[config.mk]
export PLATFORM = sky130hd
export DESIGN_NAME = button_click_classifier
export DESIGN_NICKNAME = d
export VERILOG_FILES = /design/src/rtl/bcc_pkg.sv /design/src/rtl/button_click_classifier.sv /design/src/rtl/bcc_in_stage.sv /design/src/rtl/bcc_fsm.sv /design/src/rtl/bcc_out_stage.sv
export SDC_FILE = /design/constraint.sdc
export NUM_CORES = 1
export LEC_CHECK = 0
export BUFFER_PORTS_ARGS = -buffer_cell sky130_fd_sc_hd__clkbuf_2
export CAP_MARGIN = 20
export CORE_MARGIN = 3
export CORE_UTILIZATION = 52
export CTS_CLUSTER_SIZE = 30
export DETAILED_ROUTE_END_ITERATION = 12
export PLACE_DENSITY = 0.71
export SYNTH_ARGS = -nofsm -noshare
export SYNTH_HDL_FRONTEND = slang
export SYNTH_SLANG_ARGS = --single-unit
[constraint.sdc]
create_clock -name clock -period 10.45 [get_ports clock]
set_input_delay 1.5675 -clock clock [delete_from_list [all_inputs] [get_ports clock]]
set_output_delay 1.5675 -clock clock [all_outputs]
set_load 0.005 [all_outputs]
[src/rtl/bcc_pkg.sv]
// ---------------------------------------------------------------------------
// bcc_pkg
// Shared types and constants of the button click classifier: phase codes,
// event codes, register indexes, reset values and the structs between stages.
// ---------------------------------------------------------------------------
package bcc_pkg;

   localparam int unsigned TimeWidth  = 32;
   localparam int unsigned LimitWidth = 16;
   localparam int unsigned IndexWidth = 2;

   // Configuration register indexes
   localparam logic [IndexWidth-1:0] CSR_DEBOUNCE     = 2'd0;
   localparam logic [IndexWidth-1:0] CSR_LONG_PRESS   = 2'd1;
   localparam logic [IndexWidth-1:0] CSR_DOUBLE_CLICK = 2'd2;

   // Register reset values
   localparam logic [LimitWidth-1:0] DebounceReset    = 16'd10;
   localparam logic [LimitWidth-1:0] LongPressReset   = 16'd2000;
   localparam logic [LimitWidth-1:0] DoubleClickReset = 16'd500;

   typedef enum logic [1:0] {
      EV_NONE   = 2'd0,
      EV_SINGLE = 2'd1,
      EV_DOUBLE = 2'd2,
      EV_LONG   = 2'd3
   } event_type;

   typedef enum logic [4:0] {
      PH_IDLE      = 5'b00001,
      PH_PENDING   = 5'b00010,
      PH_HELD      = 5'b00100,
      PH_HELD_LONG = 5'b01000,
      PH_RELEASED  = 5'b10000
   } phase_type;

   typedef struct packed {
      logic                 button_down;
      logic [TimeWidth-1:0] now_ms;
   } item_type;

   // Registered request as seen by the classifier
   typedef struct packed {
      logic     fire;
      item_type item;
   } stage_type;

   typedef struct packed {
      logic [LimitWidth-1:0] debounce_ms;
      logic [LimitWidth-1:0] long_press_ms;
      logic [LimitWidth-1:0] double_click_ms;
   } cfg_type;

endpackage

[src/rtl/button_click_classifier.sv]
// ---------------------------------------------------------------------------
// button_click_classifier
// Debounces a sampled push button and reports single clicks, double clicks
// and long presses from millisecond time stamps.
// ---------------------------------------------------------------------------
// One request in, one event out (none, single, double or long press). A
// request waits in the input register, then the phase machine steps and its
// event lands in the result register; a new request is taken every cycle
// while the result register drains. The phase, time mark and pending-click
// flag live beside the single elapsed-time comparator that sets this
// per-request step. The user must write limits through the csr port only
// while no request is in flight (not enforced); indexes above two are ignored.
module button_click_classifier (
   input  logic        clock,
   input  logic        reset,
   input  logic        req_valid,
   output logic        req_ready,
   input  logic        req_button_down,
   input  logic [31:0] req_now_ms,
   output logic        rsp_valid,
   input  logic        rsp_ready,
   output logic [1:0]  rsp_event_code,
   input  logic        csr_write_en,
   input  logic [1:0]  csr_index,
   input  logic [15:0] csr_wdata
);
   import bcc_pkg::*;

   cfg_type   cfg_ff;
   item_type  req_item;
   stage_type stage;
   event_type event_code;
   logic      out_free;

   // Hold the configuration limits
   always_ff @(posedge clock) begin
      if (reset) begin
         cfg_ff.debounce_ms     <= DebounceReset;
         cfg_ff.long_press_ms   <= LongPressReset;
         cfg_ff.double_click_ms <= DoubleClickReset;
      end else if (csr_write_en) begin
         unique case (csr_index)
            CSR_DEBOUNCE:     cfg_ff.debounce_ms     <= csr_wdata;
            CSR_LONG_PRESS:   cfg_ff.long_press_ms   <= csr_wdata;
            CSR_DOUBLE_CLICK: cfg_ff.double_click_ms <= csr_wdata;
            default: ;
         endcase
      end
   end

   assign req_item.button_down = req_button_down;
   assign req_item.now_ms      = req_now_ms;

   bcc_in_stage u_in_stage (
      .clock     (clock),
      .reset     (reset),
      .req_valid (req_valid),
      .req_ready (req_ready),
      .req_item  (req_item),
      .out_free  (out_free),
      .stage     (stage)
   );

   bcc_fsm u_fsm (
      .clock      (clock),
      .reset      (reset),
      .stage      (stage),
      .cfg        (cfg_ff),
      .event_code (event_code)
   );

   bcc_out_stage u_out_stage (
      .clock          (clock),
      .reset          (reset),
      .load           (stage.fire),
      .event_code     (event_code),
      .out_free       (out_free),
      .rsp_valid      (rsp_valid),
      .rsp_ready      (rsp_ready),
      .rsp_event_code (rsp_event_code)
   );

endmodule

[src/rtl/bcc_in_stage.sv]
// ---------------------------------------------------------------------------
// bcc_in_stage
// Input register: holds one accepted request until the result register can
// take its event.
// ---------------------------------------------------------------------------
module bcc_in_stage (
   input  logic              clock,
   input  logic              reset,
   input  logic              req_valid,
   output logic              req_ready,
   input  bcc_pkg::item_type req_item,
   input  logic              out_free,
   output bcc_pkg::stage_type stage
);
   import bcc_pkg::*;

   logic     valid_ff;
   logic     valid_in;
   item_type item_ff;
   logic     fire;

   // Advance the held request whenever the result slot is free
   assign fire      = valid_ff & out_free;
   assign req_ready = ~valid_ff | fire;
   assign valid_in  = (req_valid & req_ready) | (valid_ff & ~fire);

   always_ff @(posedge clock) begin
      if (reset) begin
         valid_ff <= 1'b0;
      end else begin
         valid_ff <= valid_in;
      end
   end

   // Capture payload on acceptance
   always_ff @(posedge clock) begin
      if (req_valid & req_ready) begin
         item_ff <= req_item;
      end
   end

   assign stage.fire = fire;
   assign stage.item = item_ff;

endmodule

[src/rtl/bcc_fsm.sv]
// ---------------------------------------------------------------------------
// bcc_fsm
// Click phase machine: time mark, pending-click flag and one shared
// wrap-safe elapsed-time compare.
// ---------------------------------------------------------------------------
module bcc_fsm (
   input  logic                clock,
   input  logic                reset,
   input  bcc_pkg::stage_type  stage,
   input  bcc_pkg::cfg_type    cfg,
   output bcc_pkg::event_type  event_code
);
   import bcc_pkg::*;

   phase_type            phase_ff;
   phase_type            phase_in;
   logic [TimeWidth-1:0] mark_ff;
   logic [TimeWidth-1:0] mark_in;
   logic                 pending_ff;
   logic                 pending_in;

   logic [LimitWidth-1:0] limit;
   logic [TimeWidth-1:0]  elapsed;
   logic                  timed_out;
   logic                  down;
   logic [TimeWidth-1:0]  now;
   event_type             ev;

   assign down = stage.item.button_down;
   assign now  = stage.item.now_ms;

   // Pick the limit that the current phase checks
   always_comb begin
      unique case (phase_ff)
         PH_PENDING:  limit = cfg.debounce_ms;
         PH_HELD:     limit = cfg.long_press_ms;
         PH_RELEASED: limit = cfg.double_click_ms;
         default:     limit = cfg.debounce_ms;
      endcase
   end

   assign elapsed   = now - mark_ff;
   assign timed_out = elapsed >= {{(TimeWidth-LimitWidth){1'b0}}, limit};

   // Step the phase machine
   always_comb begin
      phase_in   = phase_ff;
      mark_in    = mark_ff;
      pending_in = pending_ff;
      ev         = EV_NONE;
      unique case (phase_ff)
         PH_PENDING: begin
            if (!down) begin
               phase_in = PH_IDLE;
            end else if (timed_out) begin
               phase_in = PH_HELD;
            end
         end
         PH_HELD: begin
            if (!down) begin
               if (pending_ff) begin
                  pending_in = 1'b0;
                  ev         = EV_DOUBLE;
                  phase_in   = PH_IDLE;
               end else begin
                  mark_in  = now;
                  phase_in = PH_RELEASED;
               end
            end else if (timed_out) begin
               ev       = EV_LONG;
               phase_in = PH_HELD_LONG;
            end
         end
         PH_HELD_LONG: begin
            if (!down) begin
               phase_in = PH_IDLE;
            end
         end
         PH_RELEASED: begin
            // A second press wins over the window timeout
            if (down) begin
               pending_in = 1'b1;
               mark_in    = now;
               phase_in   = PH_PENDING;
            end else if (timed_out) begin
               pending_in = 1'b0;
               ev         = EV_SINGLE;
               phase_in   = PH_IDLE;
            end
         end
         default: begin
            if (down) begin
               mark_in  = now;
               phase_in = PH_PENDING;
            end else begin
               phase_in = PH_IDLE;
            end
         end
      endcase
   end

   assign event_code = ev;

   // Update state only when a request passes through
   always_ff @(posedge clock) begin
      if (reset) begin
         phase_ff   <= PH_IDLE;
         mark_ff    <= '0;
         pending_ff <= 1'b0;
      end else if (stage.fire) begin
         phase_ff   <= phase_in;
         mark_ff    <= mark_in;
         pending_ff <= pending_in;
      end
   end

endmodule

[src/rtl/bcc_out_stage.sv]
// ---------------------------------------------------------------------------
// bcc_out_stage
// Result register: holds one event until the consumer takes it.
// ---------------------------------------------------------------------------
module bcc_out_stage (
   input  logic               clock,
   input  logic               reset,
   input  logic               load,
   input  bcc_pkg::event_type event_code,
   output logic               out_free,
   output logic               rsp_valid,
   input  logic               rsp_ready,
   output logic [1:0]         rsp_event_code
);
   import bcc_pkg::*;

   logic      valid_ff;
   logic      valid_in;
   event_type code_ff;

   // Slot is free when empty or being drained this cycle
   assign out_free = ~valid_ff | rsp_ready;
   assign valid_in = load | (valid_ff & ~rsp_ready);

   always_ff @(posedge clock) begin
      if (reset) begin
         valid_ff <= 1'b0;
      end else begin
         valid_ff <= valid_in;
      end
   end

   always_ff @(posedge clock) begin
      if (load) begin
         code_ff <= event_code;
      end
   end

   assign rsp_valid      = valid_ff;
   assign rsp_event_code = code_ff;

endmodule

==> results of run 1 <==
-- Yosys cell counts, drive strengths merged (2+ instances only) --
cell type / count / share of area (%)
xor2: 11 / 1.3
nor2b: 5 / 0.43
and2: 3 / 0.26
or3: 7 / 0.61
mux2i: 34 / 4.7
dfxtp: 88 / 24
nand3b: 16 / 1.7
a2111oi: 3 / 0.36
a311oi: 2 / 0.24
nand3: 9 / 0.63
buf: 14 / 1.3
a221oi: 4 / 0.49
nand2: 149 / 7.8
or2: 2 / 0.17
and3: 2 / 0.17
a21oi: 98 / 7.2
or4: 4 / 0.42
o31a: 2 / 0.24
inv: 43 / 2.2
a22o: 15 / 1.8
a211oi: 6 / 0.83
a221o: 3 / 0.42
nand4: 18 / 1.7
o21a: 7 / 0.73
mux2: 2 / 0.36
a31oi: 6 / 0.61
nor3: 11 / 0.83
o21ai: 24 / 1.7
edfxtp: 35 / 15
nor2: 59 / 3.1
o211ai: 5 / 0.52
and3b: 2 / 0.24
a21o: 14 / 1.5
nand2b: 12 / 1.0
clkbuf: 31 / 1.6
o2111ai: 4 / 0.57
ha: 47 / 8.2
xnor2: 8 / 0.97
nor4: 5 / 0.82
o22a: 2 / 0.24
o22ai: 3 / 0.26
-- metrics by stage --
step / total power [W] / std cells / utilization (%)
6_report: 0.00131 / 1063 / 60.8
5_1_grt: 0.00137 / 1063 / 60.8
4_1_cts: 0.00132 / 1062 / 60.8
3_5_place_dp: 0.000752 / 1030 / 56.5
3_3_place_gp: 0.000745 / 1030 / 56.5
2_1_floorplan: 0.000691 / 834 / -
-- layout by cell type, fill, tap and decap left out, types with 4 or more instances in the layout --
cell type,Yosys,routed
sky130_fd_sc_hd__nand2_1,149,149
sky130_fd_sc_hd__a21oi_1,93,93
sky130_fd_sc_hd__dfxtp_1,88,88
sky130_fd_sc_hd__nor2_1,59,59
sky130_fd_sc_hd__clkbuf_2,0,59
sky130_fd_sc_hd__ha_1,47,47
sky130_fd_sc_hd__inv_1,43,43
sky130_fd_sc_hd__edfxtp_1,35,35
sky130_fd_sc_hd__mux2i_1,34,34
sky130_fd_sc_hd__o21ai_0,18,18
sky130_fd_sc_hd__clkbuf_16,0,18
sky130_fd_sc_hd__nand4_1,16,16
sky130_fd_sc_hd__nand3b_1,16,16
sky130_fd_sc_hd__a22o_1,15,15
sky130_fd_sc_hd__a21o_1,14,14
sky130_fd_sc_hd__nand2b_1,12,12
sky130_fd_sc_hd__xor2_1,11,11
sky130_fd_sc_hd__nor3_1,10,9
sky130_fd_sc_hd__nand3_1,9,9
sky130_fd_sc_hd__xnor2_1,8,8
sky130_fd_sc_hd__o21a_1,7,7
sky130_fd_sc_hd__or3_1,7,7
sky130_fd_sc_hd__buf_4,0,7
sky130_fd_sc_hd__o21ai_1,5,5
sky130_fd_sc_hd__o211ai_1,5,5
sky130_fd_sc_hd__a31oi_1,5,5
sky130_fd_sc_hd__nor2b_1,5,5
sky130_fd_sc_hd__or4_1,4,4
sky130_fd_sc_hd__a21oi_2,4,4
sky130_fd_sc_hd__clkinvlp_4,0,4
-- worst max-delay path by stage --
stage / start / endpoint / slack [ps] / cells past startpoint
3_5_place_dp: u_fsm.phase_ff[3]$_SDFFE_PP0P_ / u_fsm.phase_ff[2]$_SDFFE_PP0P_ / 5890 / 16
2_1_floorplan: u_in_stage.stage[3]$_DFFE_PP_ / u_fsm.phase_ff[2]$_SDFFE_PP0P_ / 6500 / 20
4_1_cts: u_fsm.phase_ff[3]$_SDFFE_PP0P_ / u_fsm.phase_ff[2]$_SDFFE_PP0P_ / 5850 / 16
3_3_place_gp: u_fsm.phase_ff[3]$_SDFFE_PP0P_ / u_fsm.phase_ff[2]$_SDFFE_PP0P_ / 6050 / 16
6_report: u_in_stage.stage[11]$_DFFE_PP_ / u_fsm.phase_ff[2]$_SDFFE_PP0P_ / 5930 / 17
5_1_grt: u_in_stage.stage[0]$_DFFE_PP_ / u_fsm.phase_ff[2]$_SDFFE_PP0P_ / 5580 / 18
-- sequential cells by signal, summed over array words and instances (netlist names) --
name                        flops
u_in_stage.stage               33
u_in_stage.valid_ff             1
u_out_stage.rsp_event_code      2
cfg_ff                         48
u_out_stage.rsp_valid           1
u_fsm.phase_ff                  5
u_fsm.pending_ff                1
u_fsm.mark_ff                  32
-- report_power, final --
| part | total (W) | internal, W | switching, W |
|---|---|---|---|
| sequential | 0.000525 | 0.000512 | 0.0000124 |
| clock | 0.000567 | 0.000342 | 0.000225 |
| combinational | 0.000220 | 0.0000856 | 0.000135 |
| total | 0.00131 | 0.000940 | 0.000372 |
-- cell type report --
type | instances | area, um^2
Clock buffer | 20 | 458
Clock inverter | 12 | 113
Fill cell | 1178 | 5250
Inverter | 43 | 161
Multi-Input combinational cell | 623 | 4040
Sequential cell | 123 | 2810
Tap cell | 176 | 220
Timing Repair Buffer | 66 | 348
-- kinds of logic after synthesis --
kind of cell / count (synthesis) / share of synthesized area (%)
muxes: 36 / 5.09
DFF: 123 / 39.1
xor gates and xnor gates: 19 / 2.31
buffers and inverters: 88 / 5.18
adders and majority gates: 48 / 8.44
and+or+nand+nor: 307 / 20.2
AOI/OAI and AO/OA: 213 / 19.7
-- routing by layer --
layer  track usage [%]  vias up  wire, um
met2              40.0      167      8530
met1              33.0     2933      8510
met5                 0        -         0
met4              8.10        0       236
met3              5.77       18       863
li1                  -     3060         -
-- critical path: cells and delay by family (launching register included) --
| kind | cells | cell delay [ps] |
|---|---|---|
| compound gates | 7 | 1380 |
| xor+xnor | 1 | 200 |
| fa+ha+maj | 2 | 770 |
| flops | 1 | 420 |
| mux | 1 | 350 |
| simple gates | 6 | 1310 |
==> reports/metrics.cfg, run 1 <==
[yosys]
async_set_or_reset_flop_fraction_in_the_synthesized_netlist_pct = 0
ys_types = 73
dominantRegCellSynth = sky130_fd_sc_hd__dfxtp_1
synth_area_mm2 = 0.00720
synth-edff-count = 35
total_nets_after_synthesis = 938
syn_area_per_cell_um2 = 8.63
ff_latch_count_synth = 123
synthesis.yosys.warnings = 0
synth.yosys.seq_area_share_pct = 39.1
netlist_instances = 834

[worst_setup_path]
setup.reg_to_reg.worst_slack_ps = 5930
largest_stage_delay_on_the_critical_path_ps = 480
most_numerous_cell_on_the_critical_path = sky130_fd_sc_hd__ha_1
crit_type = reg2reg
crit_path_start_kind = register
arrival_ps = 4860
timing.rr.start = u_in_stage.stage[11]$_DFFE_PP_
worst_path_required_time_ps = 10790
worstRegToRegCells = 17
cp_cell_sequence = ha_1 > a21oi_4 > nand2_1 > a221o_1 > a31oi_1 > xnor2_1 > ha_1 > a21o_1 > a21oi_1 > o22ai_1 > nor4_1 > nand4_1 > nor4_2 > nand4_2 > nor4_4 > mux2_4 > a21oi_2
r2r-end = u_fsm.phase_ff[2]$_SDFFE_PP0P_
worst_setup_path_end_kind = register
crit_path_top_delay_cell = sky130_fd_sc_hd__ha_1
worst-path-max-fanout = 9

[floorplan]
floorplan.die_area_mm2 = 0.0153
chipHeight_um = 124
top_level_ports = 60
width_of_the_die_um = 124
core_area_mm2 = 0.0134
fp-row-count = 42
floorplan.initialDensity_pct = 53.7

[global_routing]
via_count_of_the_first_global_routing_pass = 6050
grt_start_max_net_pins = 65
antenna_found_initial = 0
gr-usage-all-layers_pct = 24.9
overflow = 0
global_route_wire_length_before_repair_mm = 29.9

[sta]
finalHoldViolCount = 0
min_period_ps = 4520
least_setup_slack_across_all_paths_after_layout_ps = 5930
fin_tns_setup_ps = 0
normalized_max_slew_margin_pct = 43.3
worst_clock_skew_ps = 9.08
fmax_ghz = 0.221
timing_max_transition_violations_final = 0
min_period_over_period_pct = 43.2
fin_hold_ws_ps = 453
final-setup-viol-count = 0
worstMarginPinSlew_ps = 845
unrepaired_setup_endpoints_after_global_routing = false

[place]
gp_congestion = 0.894
hpwlAfterDp_mm = 13.0
setup_slack_after_placement_ps = 5890
placedInstanceArea_mm2 = 0.00757
portBuffers = 59

[clock_network]
tritoncts = built
post_cts_buffers = 0
clk_transition_reported_paths_ps = 50
count_of_cells_resized_by_post_cts_repair = 0
cts.path.max_buffers = 2
worstSkewPairLatency_ps = 420
cts_made_buffers = 17
cts-hold-fix-buffers = 0
tritoncts_num_sinks = 123
clockRootBuffer = sky130_fd_sc_hd__clkbuf_16
cts-htree-levels = 4

[route]
detail_route.iter0.violations = 384
drt_pass1_iterations = 5
via_per_inst = 5.81
drc_errors = 0
routed_wl_mm = 18.1
vias = 6178
wire_per_inst_um = 17.1
antenna_left = 0

[power]
power.ir.vdd_worst_uv = 114
pd_cells_mw_per_mm2 = 161
power.leakage_nw = 3.09

[status]
status = finished clean

[final_layout]
synthToLayoutAreaGrowth_pct = 13.2
nets = 978
final_area_mm2 = 0.00815
layout-drive-gt1-share_pct = 13.6
antenna_cells_inserted = 0

[worst_hold_path]
hold-path-endpoint = cfg_ff[37]$_SDFFE_PP0P_
timing.hold.worst.class = reg2reg
min_path_cells = 2
worstHoldStart = cfg_ff[37]$_SDFFE_PP0P_

[run]
drv.max_cap_violation_count = 0

Power figures use the tool's default switching activity.
==> inputs of run 2 (changes only) <==
Settings changed: ABC_AREA from default to 1.
Clock period 10.45 ns to 4.7 ns, I/O delays scaled along.
==> run 2 against run 1 <==
  * Flip-flop and latch count is the same
  * Global-route usage shrank 1.8 points
  * Synthesized area grew 3.9%
  * Maximum frequency grew 28%
  * Sequential power grew 120%
  * Critical path depth grew 3
  * Synthesized cell count grew 31%
==> reports/metrics.cfg, run 2 <==
[floorplan]
top_level_ports = 60  ; unchanged
fp-row-count = 43  ; was 42
chipHeight_um = 126  ; was 124 um
width_of_the_die_um = 126  ; was 124 um
floorplan.die_area_mm2 = 0.0159  ; was 0.0153 mm^2
core_area_mm2 = 0.0140  ; was 0.0134 mm^2
floorplan.initialDensity_pct = 53.5  ; was 53.7%

[worst_setup_path]
crit_path_top_delay_cell = sky130_fd_sc_hd__inv_1  ; was sky130_fd_sc_hd__ha_1
worst_setup_path_end_kind = register  ; unchanged
crit_type = reg2reg  ; unchanged
arrival_ps = 3890  ; was 4860 ps
most_numerous_cell_on_the_critical_path = sky130_fd_sc_hd__nor2_1  ; was sky130_fd_sc_hd__ha_1
worst_path_required_time_ps = 5060  ; was 10,790 ps
crit_path_start_kind = register  ; unchanged
cp_cell_sequence = nor2_1 > nand3_1 > inv_1 > nor2_1 > buf_4 > a21oi_1 > ha_1 > a21oi_1 > nor2_1 > a211oi_1 > nand3_1 > nor2_1 > nand3_2 > nor2_4 > nand3_2 > nand2_4 > nor2_4 > nand2_1 > nand2_1 > nor2_2  ; was ha_1 > a21oi_4 > nand2_1 > a221o_1 > a31oi_1 > xnor2_1 > ha_1 > a21o_1 > a21oi_1 > o22ai_1 > nor4_1 > nand4_1 > nor4_2 > nand4_2 > nor4_4 > mux2_4 > a21oi_2
largest_stage_delay_on_the_critical_path_ps = 500  ; was 480 ps
worst-path-max-fanout = 20  ; was 9

[place]
portBuffers = 59  ; unchanged
gp_congestion = 0.960  ; was 0.894
hpwlAfterDp_mm = 13.2  ; was 13.0 mm
placedInstanceArea_mm2 = 0.00796  ; was 0.00757 mm^2

[sta]
finalHoldViolCount = 0  ; unchanged
worst_clock_skew_ps = 8.36  ; was 9.08 ps
timing_max_transition_violations_final = 0  ; unchanged
min_period_over_period_pct = 75.1  ; was 43.2%
final-setup-viol-count = 0  ; unchanged
fmax_ghz = 0.283  ; was 0.221 GHz
unrepaired_setup_endpoints_after_global_routing = false  ; unchanged
normalized_max_slew_margin_pct = 37.3  ; was 43.3%
min_period_ps = 3530  ; was 4520 ps
fin_tns_setup_ps = 0  ; unchanged
worstMarginPinSlew_ps = 938  ; was 845 ps

[clock_network]
tritoncts = built  ; unchanged
worstSkewPairLatency_ps = 430  ; was 420 ps
count_of_cells_resized_by_post_cts_repair = 0  ; unchanged
cts.path.max_buffers = 2  ; unchanged
cts-htree-levels = 4  ; unchanged
tritoncts_num_sinks = 123  ; unchanged
clk_transition_reported_paths_ps = 60  ; was 50 ps
cts-hold-fix-buffers = 0  ; unchanged
clockRootBuffer = sky130_fd_sc_hd__clkbuf_16  ; unchanged
cts_made_buffers = 17  ; unchanged
post_cts_buffers = 0  ; unchanged

[power]
combinationalPowerShare_pct = 20.2  ; was 16.8%
switching_power_w = 0.000944  ; was 0.000372 W
cellInternalPower_w = 0.00221  ; was 0.000940 W
power.leakage_nw = 4.29  ; was 3.09 nW
power.share.sequential_pct = 37.5  ; was 40.0%
power.ir.vdd_worst_uv = 272  ; was 114 uV
netSwitchingFraction_pct = 29.9  ; was 28.3%
p_clk_share_pct = 42.4  ; was 43.2%
pd_cells_mw_per_mm2 = 368  ; was 161 mW/mm^2

[yosys]
synthTopCellsByCount = sky130_fd_sc_hd__nand2_1 (310), sky130_fd_sc_hd__inv_1 (162), sky130_fd_sc_hd__nor2_1 (130)  ; was sky130_fd_sc_hd__nand2_1 (149), sky130_fd_sc_hd__a21oi_1 (93), sky130_fd_sc_hd__dfxtp_1 (88)
synth_area_mm2 = 0.00748  ; was 0.00720 mm^2
area_leader_netlist = sky130_fd_sc_hd__dfxtp_1  ; unchanged
synth.yosys.seq_area_share_pct = 37.6  ; was 39.1%
synth_area_leaders = sky130_fd_sc_hd__dfxtp_1 (24%), sky130_fd_sc_hd__nand2_1 (16%), sky130_fd_sc_hd__edfxtp_1 (14%), sky130_fd_sc_hd__inv_1 (8.1%), sky130_fd_sc_hd__ha_1 (7.9%)  ; was sky130_fd_sc_hd__dfxtp_1 (24%), sky130_fd_sc_hd__edfxtp_1 (15%), sky130_fd_sc_hd__ha_1 (8.2%), sky130_fd_sc_hd__nand2_1 (7.8%), sky130_fd_sc_hd__a21oi_1 (6.5%)
synthMuxAreaShare_pct = 0  ; was 5.09%
total_nets_after_synthesis = 1197  ; was 938
synth_most_common_cell = sky130_fd_sc_hd__nand2_1  ; unchanged
async_set_or_reset_flop_fraction_in_the_synthesized_netlist_pct = 0  ; unchanged
ff_latch_count_synth = 123  ; unchanged
post_synth_xor_area_fraction_pct = 1.76  ; was 2.31%
dominantRegCellSynth = sky130_fd_sc_hd__dfxtp_1  ; unchanged
synthesis.yosys.warnings = 0  ; unchanged
area_fraction_in_compound_gates_after_synthesis_pct = 12.2  ; was 19.7%
ys_types = 35  ; was 73
syn_area_per_cell_um2 = 6.85  ; was 8.63 um^2
simple_gate_area_share_of_the_yosys_netlist_pct = 30.4  ; was 20.2%
netlist_instances = 1093  ; was 834
combinational_family_with_the_most_area_after_synthesis = simple AND/OR/NAND/NOR gates  ; unchanged
post_synth_fa_ha_maj_area_fraction_pct = 8.13  ; was 8.44%
portion_of_synthesized_cell_area_occupied_by_the_leading_cell_type_pct = 23.5  ; was 24.5%
synth-edff-count = 35  ; unchanged

[final_layout]
antenna_cells_inserted = 0  ; unchanged
largest_register_ff_count = 48  ; unchanged
final_area_mm2 = 0.00857  ; was 0.00815 mm^2
final_common_cell = sky130_fd_sc_hd__nand2_1  ; unchanged
registers.top_by_ff_count = cfg_ff  ; unchanged
layout_common_cells = sky130_fd_sc_hd__nand2_1 (310), sky130_fd_sc_hd__inv_1 (161), sky130_fd_sc_hd__nor2_1 (130), sky130_fd_sc_hd__dfxtp_1 (88), sky130_fd_sc_hd__a21oi_1 (76)  ; was sky130_fd_sc_hd__nand2_1 (149), sky130_fd_sc_hd__a21oi_1 (93), sky130_fd_sc_hd__dfxtp_1 (88), sky130_fd_sc_hd__nor2_1 (59), sky130_fd_sc_hd__clkbuf_2 (59)
layout.core_utilization_pct = 61.2  ; was 60.8%
layout-drive-gt1-share_pct = 11.7  ; was 13.6%
synthToLayoutAreaGrowth_pct = 14.5  ; was 13.2%
nets = 1257  ; was 978

[global_routing]
via_count_of_the_first_global_routing_pass = 6283  ; was 6,050
antenna_found_initial = 0  ; unchanged
grt_start_max_net_pins = 63  ; was 65
overflow = 0  ; unchanged
global_route_wire_length_before_repair_mm = 29.8  ; was 29.9 mm
gr-usage-all-layers_pct = 23.1  ; was 24.9%

[route]
antenna_left = 0  ; unchanged
via_per_inst = 5.02  ; was 5.81
routed_wl_mm = 17.7  ; was 18.1 mm
detail_route.iter0.violations = 367  ; was 384
drc_errors = 0  ; unchanged
drt_pass1_iterations = 5  ; unchanged
vias = 6760  ; was 6,178
wire_per_inst_um = 13.2  ; was 17.1 um

[run]
drv.max_cap_violation_count = 0  ; unchanged

[status]
status = finished clean  ; unchanged

[worst_hold_path]
timing.hold.worst.class = in2reg  ; was reg2reg

[run 2: changes by cell type after synthesis, sizes merged, moves of 14 or more]
cell,change
nand2,+173
a21o,-14
o21ai,+47
mux2i,-34
nor2,+85
nand3,+40
a21oi,-22
inv,+127
[run 2: routing by layer]
layer  up-vias  global-route usage, %  wire, um
li1       3581                      -         -
met1      3025                   31.2      8630
met3        23                   5.00       788
met4         0                   7.95       303
met5         -                      0         0
met2       131                   36.7      7980
[run 2: critical path, delay by kind of cell (launching register included)]
kind / cells / cell delay [ps]
compound gates: 3 / 550
flops: 1 / 320
simple gates: 14 / 1580
fa+ha+maj: 1 / 290
buf+inv: 2 / 720
[run 2: worst paths after layout]
check | startpoint | end | slack [ps] | cells after the start
max | u_fsm.phase_ff[0]$_SDFFE_PP1P_ | u_fsm.phase_ff[4]$_SDFFE_PP0P_ | 1170 | 20
min | req_now_ms[1] | u_in_stage.stage[1]$_DFFE_PP_ | 450 | 1
max reg2reg | u_fsm.phase_ff[0]$_SDFFE_PP1P_ | u_fsm.phase_ff[4]$_SDFFE_PP0P_ | 1170 | 20
min reg2reg | u_fsm.mark_ff[26]$_SDFFE_PP0P_ | u_fsm.mark_ff[26]$_SDFFE_PP0P_ | 450 | 2
[run 2: metrics by stage]
stage | total power (W) | setup WS [ps] | std cells | hold slack, ps
floorplan | 0.00167 | 1650 | 1093 | 429
global placement | 0.00182 | 1330 | 1314 | 438
detailed placement | 0.00183 | 1240 | 1314 | 446
CTS | 0.00318 | 1220 | 1346 | 435
global route | 0.00333 | 669 | 1346 | 438
finish | 0.00316 | 1170 | 1346 | 448
[run 2: cell type report]
| class | instances | area [um^2] |
|---|---|---|
| flip-flops and latches | 123 | 2810 |
| clock buffers | 22 | 507 |
| repair buffers | 66 | 348 |
| inverters | 172 | 646 |
| fillers | 1367 | 5420 |
| multi-input cells | 773 | 3930 |
| well taps | 180 | 225 |
| clock inverters | 10 | 100 |
[run 2: power groups by stage]
stage	Combinational [W]	Sequential (W)	Clock [W]
after floorplan	0.000479	0.00120	0
after global placement	0.000620	0.00120	0
after detailed placement	0.000629	0.00120	0
after CTS	0.000636	0.00118	0.00136
after global routing	0.000740	0.00119	0.00140
final	0.000637	0.00118	0.00134
[run 2: kinds of logic (layout without fill, tap and decap cells)]
kind of cell / Yosys count / count (layout)
simple gates: 542 / 542
buf+inv: 197 / 270
compound gates: 168 / 168
flops: 123 / 123
fa+ha+maj: 48 / 48
xor+xnor: 15 / 15
